### src/hdl/lockset_race_detector_defines.svh
// Assertion macros shared by the lockset race detector RTL.
// Depends on: a clock named clk and an active-low reset named arst_n in scope.
`ifndef LOCKSET_RACE_DETECTOR_DEFINES_SVH
`define LOCKSET_RACE_DETECTOR_DEFINES_SVH

// Combinational invariant, checked at every clock edge out of reset.
`define LRD_ASSERT_ALWAYS(lbl, expr, msg) \
	lbl: assert property (@(posedge clk) disable iff (!arst_n) (expr)) else $error(msg);

// Implication from a trigger to a condition in the same cycle.
`define LRD_ASSERT_IMPL(lbl, trig, expr, msg) \
	lbl: assert property (@(posedge clk) disable iff (!arst_n) (trig) |-> (expr)) else $error(msg);

`endif

### src/hdl/lrd_pkg.sv
// Types and constants of the lockset race detector.
// Depends on: nothing.
package lrd_pkg;

	localparam int LOCK_SLOTS = 16;
	localparam int VAR_SLOTS  = 64;
	localparam int LIDX_W     = (LOCK_SLOTS > 1) ? $clog2(LOCK_SLOTS) : 1;
	localparam int VIDX_W     = (VAR_SLOTS > 1) ? $clog2(VAR_SLOTS) : 1;
	localparam int VCNT_W     = VIDX_W + 1;
	localparam int ADDR_W     = 64;
	localparam int LINE_W     = 32;
	localparam int CMD_W      = 2;

	typedef enum logic [CMD_W-1:0] {
		CMD_ACQUIRE = 2'd0,
		CMD_RELEASE = 2'd1,
		CMD_ACCESS  = 2'd2,
		CMD_NOP     = 2'd3
	} cmd_code_t;

	typedef struct packed {
		logic [ADDR_W-1:0]     addr;
		logic [LOCK_SLOTS-1:0] cand;
		logic                  rep;
	} var_entry_t;

	localparam int VENTRY_W = $bits(var_entry_t);

	typedef struct packed {
		logic capture;
		logic lock_op;
		logic scan_step;
		logic var_update;
		logic out_load;
	} ctrl_cmd_t;

	typedef struct packed {
		logic in_is_lock;
		logic in_is_access;
		logic scan_done;
		logic out_free;
	} dp_status_t;

endpackage

### src/hdl/lrd_ctrl.sv
// Controller state machine of the lockset race detector.
// Depends on: lrd_pkg.
module lrd_ctrl (
	input  logic               clk,
	input  logic               arst_n,
	input  logic               in_valid,
	input  lrd_pkg::dp_status_t status,
	output lrd_pkg::ctrl_cmd_t  ctl,
	output logic               idle
);
	import lrd_pkg::*;

	typedef enum logic [4:0] {
		ST_IDLE = 5'b00001,
		ST_LOCK = 5'b00010,
		ST_SCAN = 5'b00100,
		ST_UPD  = 5'b01000,
		ST_DONE = 5'b10000
	} state_t;

	state_t state_q, state_d;

	always_comb begin
		state_d = state_q;
		ctl     = '0;
		unique case (state_q)
			ST_IDLE: begin
				if (in_valid) begin
					ctl.capture = 1'b1;
					priority if (status.in_is_lock) state_d = ST_LOCK;
					else if (status.in_is_access)   state_d = ST_SCAN;
					else                            state_d = ST_DONE;
				end
			end
			ST_LOCK: begin
				ctl.lock_op = 1'b1;
				state_d     = ST_DONE;
			end
			ST_SCAN: begin
				ctl.scan_step = 1'b1;
				if (status.scan_done) state_d = ST_UPD;
			end
			ST_UPD: begin
				ctl.var_update = 1'b1;
				state_d        = ST_DONE;
			end
			ST_DONE: begin
				if (status.out_free) begin
					ctl.out_load = 1'b1;
					state_d      = ST_IDLE;
				end
			end
			default: state_d = ST_IDLE;
		endcase
	end

	always_ff @(posedge clk or negedge arst_n) begin
		if (!arst_n) state_q <= ST_IDLE;
		else         state_q <= state_d;
	end

	assign idle = (state_q == ST_IDLE);
endmodule

### config.mk
export PLATFORM = sky130hd
export DESIGN_NAME = lrd_ctrl
export DESIGN_NICKNAME = d
export VERILOG_FILES = /design/src/hdl/lockset_race_detector_defines.svh /design/src/hdl/lrd_pkg.sv /design/src/hdl/lrd_ctrl.sv
export SDC_FILE = /design/constraint.sdc
export NUM_CORES = 1
export LEC_CHECK = 0
export BUFFER_PORTS_ARGS = -buffer_cell sky130_fd_sc_hd__buf_2
export CORE_AREA = 5 5 42 44
export DETAILED_ROUTE_END_ITERATION = 10
export DIE_AREA = 0 0 47 49
export GPL_ROUTABILITY_DRIVEN = 0
export MAX_ROUTING_LAYER = met4
export PLACE_DENSITY = 0.41
export SLEW_MARGIN = 20
export SYNTH_ARGS = -nofsm -noshare
export SYNTH_HDL_FRONTEND = slang
export SYNTH_SLANG_ARGS = --single-unit
### constraint.sdc
create_clock -name clk -period 1.5 [get_ports clk]
set_input_delay 0.15 -clock clk [delete_from_list [all_inputs] [get_ports clk]]
set_output_delay 0.15 -clock clk [all_outputs]
set_load 0.005 [all_outputs]
# Word-level counts from Yosys, hierarchy flattened
# Index checks and enable logic that the tools add are counted.
dict set report totals {
  ff_bits 5
  inputBits 7
  output_inout_bits 6
  elab_cells 24
}
dict set report classes {
  eq_ne 8
  n_mux 13
  n_reduce_logical 2
}
# operator n
set ops {}
lappend ops {{$mux W5} 5}
lappend ops {{$pmux W5 S4} 1}
lappend ops {{$mux W1} 7}
lappend ops {{$ne A2 B2 Y1 const B} 3}
lappend ops {{$eq A5 B1 Y1 const B} 1}
lappend ops {{$eq A5 B2 Y1 const B} 1}
lappend ops {{$eq A5 B3 Y1 const B} 1}
lappend ops {{$eq A5 B4 Y1 const B} 1}
lappend ops {{$eq A5 B5 Y1 const B} 1}
lappend ops {{$reduce_and A3 Y1} 1}
lappend ops {{$reduce_or A2 Y1} 1}

# Longest topological paths before layout
dict set report logic_depth {
  ltp_word 4
  ltp_mapped 4
  ltp_nobuf 4
}

# Worst setup path after synthesis
# No wires, ideal clock.
dict set report synth_timing {
  path_kind {flip-flop to flip-flop}
  startpoint {register state_q[0]}
  endpoint {register state_q[2]}
  setup_ns 0.064
  t_arrival_ns 1.106
  t_required_ns 1.436
  path_slack_ns 0.330
  path_stages_with_launch 4
  path_buffers 0
  synth_period_minus_slack_ns 1.170
  path_cell_list {dfstp_2 > nor4b_4 > and3_4 > a31o_2}
}
dict set report synth_via {
  elab_chain_len 3
  word_cells_on_any_way 11
  cone_classes {8 x eq/ne; 1 x mux; 2 x reduce/logical}
}
# element line
set synth_lines {}
lappend synth_lines {{from (decl)} lrd_ctrl.sv:21} ;# state_t state_q, state_d;
lappend synth_lines {{from (signal assigned)} lrd_ctrl.sv:59} ;# else state_q <= state_d;
lappend synth_lines {{$eq A5 B4 Y1 (tied with other cells)} lrd_ctrl.sv:26} ;# unique case (state_q)
lappend synth_lines {{$reduce_or A2 Y1 (no source line) / $ne A2 B2 Y1 (equally long branches)} n/a}
lappend synth_lines {{$pmux W5 S4 / $reduce_and A3 Y1 (equally long branches)} n/a}
# Several ways; a longest one is shown, not always the timed one.
# A chain may end at the register's enable or synchronous reset.

==> results.md <==
* Fin crit period at 1560 ps
* Die Y at between 40 and 50 um
* Placed Area at 399 um2
* Kind of critical path: reg2out
* CTS sink cnt at 5
* Core ar. at 0.00140 mm2
* I/O pin count at 13
* DRC viols at 0
* Cell Pwr Density at ~1600 mW/mm2
* Initial antenna violation count at 0
* Layout cells sized above 1 at 0.614
* Slew Limit Fails at 0
* Sequential element share of the synthesized area at 0.396
* Final instance area at 523 um2
* Num CTS Buffers at 3
* Dpl ws at 185 ps
* Hold path depth at 2
* Setup crit start kind: flip-flop
* Worst Hold End: state_q[1]$_DFFE_PN0P_
* Post-synthesis net count at 40
* GRT Overall Usage at 0.0929
* Max FO, Critical Path at 4
* Maximum root-to-sink buffer count at 2
* Top flop regs: state_q x5
* Worst-margin pin slew at roughly 380 ps
* Failing checks: setup timing
* R2R depth at 5
* Post-layout util at 0.373
* Avg Inst Size Synth at 9.67 um2
* PortBufs at 12
* Syn. warnings at 0
* Unrepaired setup endpoints after global routing: yes
* Die Wd at roughly 47 um
* Reg-to-Reg End: state_q[0]$_DFFE_PN1P_
* Cells after DPL at 61
* Starting density of the core at 0.228
* Setup crit end kind: primary output
* Period utilization at 1.04
* Clock-pin slew on the worst setup and hold paths at 40 ps
* Largest Register: state_q
* Die area at 0.00230 mm2
* Worst setup margin at -56.2 ps
* N_diodes at 0
* Hold Crit Class: in2reg
* Final WL at 868 um
* Worst setup path startpoint: state_q[4]$_DFFE_PN0P_
* Pin count of the biggest net entering global routing at 7
* F_max at 643 MHz
* Max VDD drop at 668 uV
* Area Overhead vs Synth at 63.9%
* Leak Pwr at 0.272 nW
* Worst path arrival time at around 1400 ps
* CP Data Required Time at 1350 ps
* Outcome: finished with violations
* Flip-flop count of the largest register after layout at 5
* Post-route ant nets at 0
* GRT Residual Overflow at 0
* First-pass GRT wire length at approximately 1500 um
* RR Startpoint: state_q[4]$_DFFE_PN0P_
* Cell Rows at 14
* WL/cell at 11.9 um
* Max-cap viol count at 0
* Finish-stage setup viols at 2
* Hold_sp: status[3]
* 1st-iter DRT viols at 3
* CTS tree: built
* Vias per inst at 4.48
* Via count at 327
* Clk root buf: clkbuf_4
* Final Hold Vio Count at 0
* Worst-Skew Late Latency at 240 ps
* Nets@finish at 65
* Max Clock Skew at ~2.3 ps
* Detailed-placement wirelength estimate at 607 um
* H-tree levels at 1
* Unique masters post-synth at 20
* Synthesized area at 319 um2
* Rel. slew slack at 0.740
* Synth Instances at 33
* Vias in the first global route at 362
* #FFs+latches synth at 5
* Reg-to-reg slack, setup at 10 ps
* Non-filler cells, final at 73
* First-pass DRT Iterations at 4
* Hold slack final at 149 ps
-- cells in the final DEF, fill, tap and decap left out, types with 2 or more instances in the layout --
cell,Yosys,final
nand3_1,2,2
inv_1,4,4
and2_1,2,2
buf_4,0,6
buf_2,0,11
clkbuf_4,0,3
nor2_2,0,2
dfrtp_2,0,2
nor2_1,4,2
nand2_1,2,2
a31o_2,2,2
buf_6,0,2
dfrtp_1,4,2
-- critical path, stage by stage (launching register included) --
cell	delay, ps
dfrtp_2	430
nor4b_4	390
and3_4	250
buf_6	90
-- power by group --
part | total [mW] | switching [mW] | internal, mW
registers | 0.224 | 0.0424 | 0.181
clock network | 0.153 | 0.0523 | 0.100
logic | 0.485 | 0.187 | 0.298
-- cell families (layout without fill, tap and decap cells) --
| family | after synthesis | count (layout) | synth area share |
|---|---|---|---|
| simple gates | 19 | 19 | 0.435 |
| flops | 5 | 5 | 0.396 |
| compound gates | 5 | 5 | 0.122 |
| buf+inv | 4 | 28 | 0.0470 |
-- stage by stage --
step                total power, mW  setup TNS (ps)
CTS                           0.848           -48.0
finish                        0.861           -62.9
detailed placement            0.516               0
global route                  0.927            -167
floorplan                     0.421               0
global placement              0.517               0
-- area by class of cell --
class	instances	area, um2
fillers	158	878
multi-input cells	24	200
repair buffers	20	133
flip-flops and latches	5	129
clock buffers	4	26.3
well taps	16	20.0
inverters	4	15.0
-- routing by layer --
metal  global-route usage  part of all wire
met5                    -                 0
met4               0.0138                 0
met3               0.0554             0.079
met2                0.154              0.48
met1               0.0938              0.44
-- synth_stat cells --
master,number,share of area
a211oi_1,1,0.024
dfstp_2,1,0.082
inv_1,4,0.047
nor4b_4,1,0.075
nor4b_1,1,0.027
dfrtp_1,4,0.31
nand2_1,2,0.024
nor3b_1,1,0.024
nand3_1,2,0.031
and4b_1,1,0.031
and3_1,1,0.020
nor2_1,4,0.047
a31o_2,2,0.055
and2_1,2,0.039
nor2b_1,1,0.020
and3_2,1,0.024
o311ai_1,1,0.027
nor3b_2,1,0.039
o21ai_0,1,0.016
and3_4,1,0.035
-- what timing repair did --
action / 4_1_cts / 5_1_grt
hold buffers: 1 / 0
endpoints found under the hold margin: 5 / 0
gates resized for setup: 6 / 5
pin swaps: 2 / 4
setup buffers: 6 / 3
setup endpoints to repair: 2 / 6
-- how the worst max path moves through the flow --
stage,end,depth (start not counted)
after floorplan,state_q[2]$_DFFE_PN0P_,3
after global placement,ctl[4],3
after detailed placement,ctl[4],3
after CTS,ctl[4],3
after global routing,ctl[4],3
final,ctl[4],3
(Power assumes the default switching activity.)
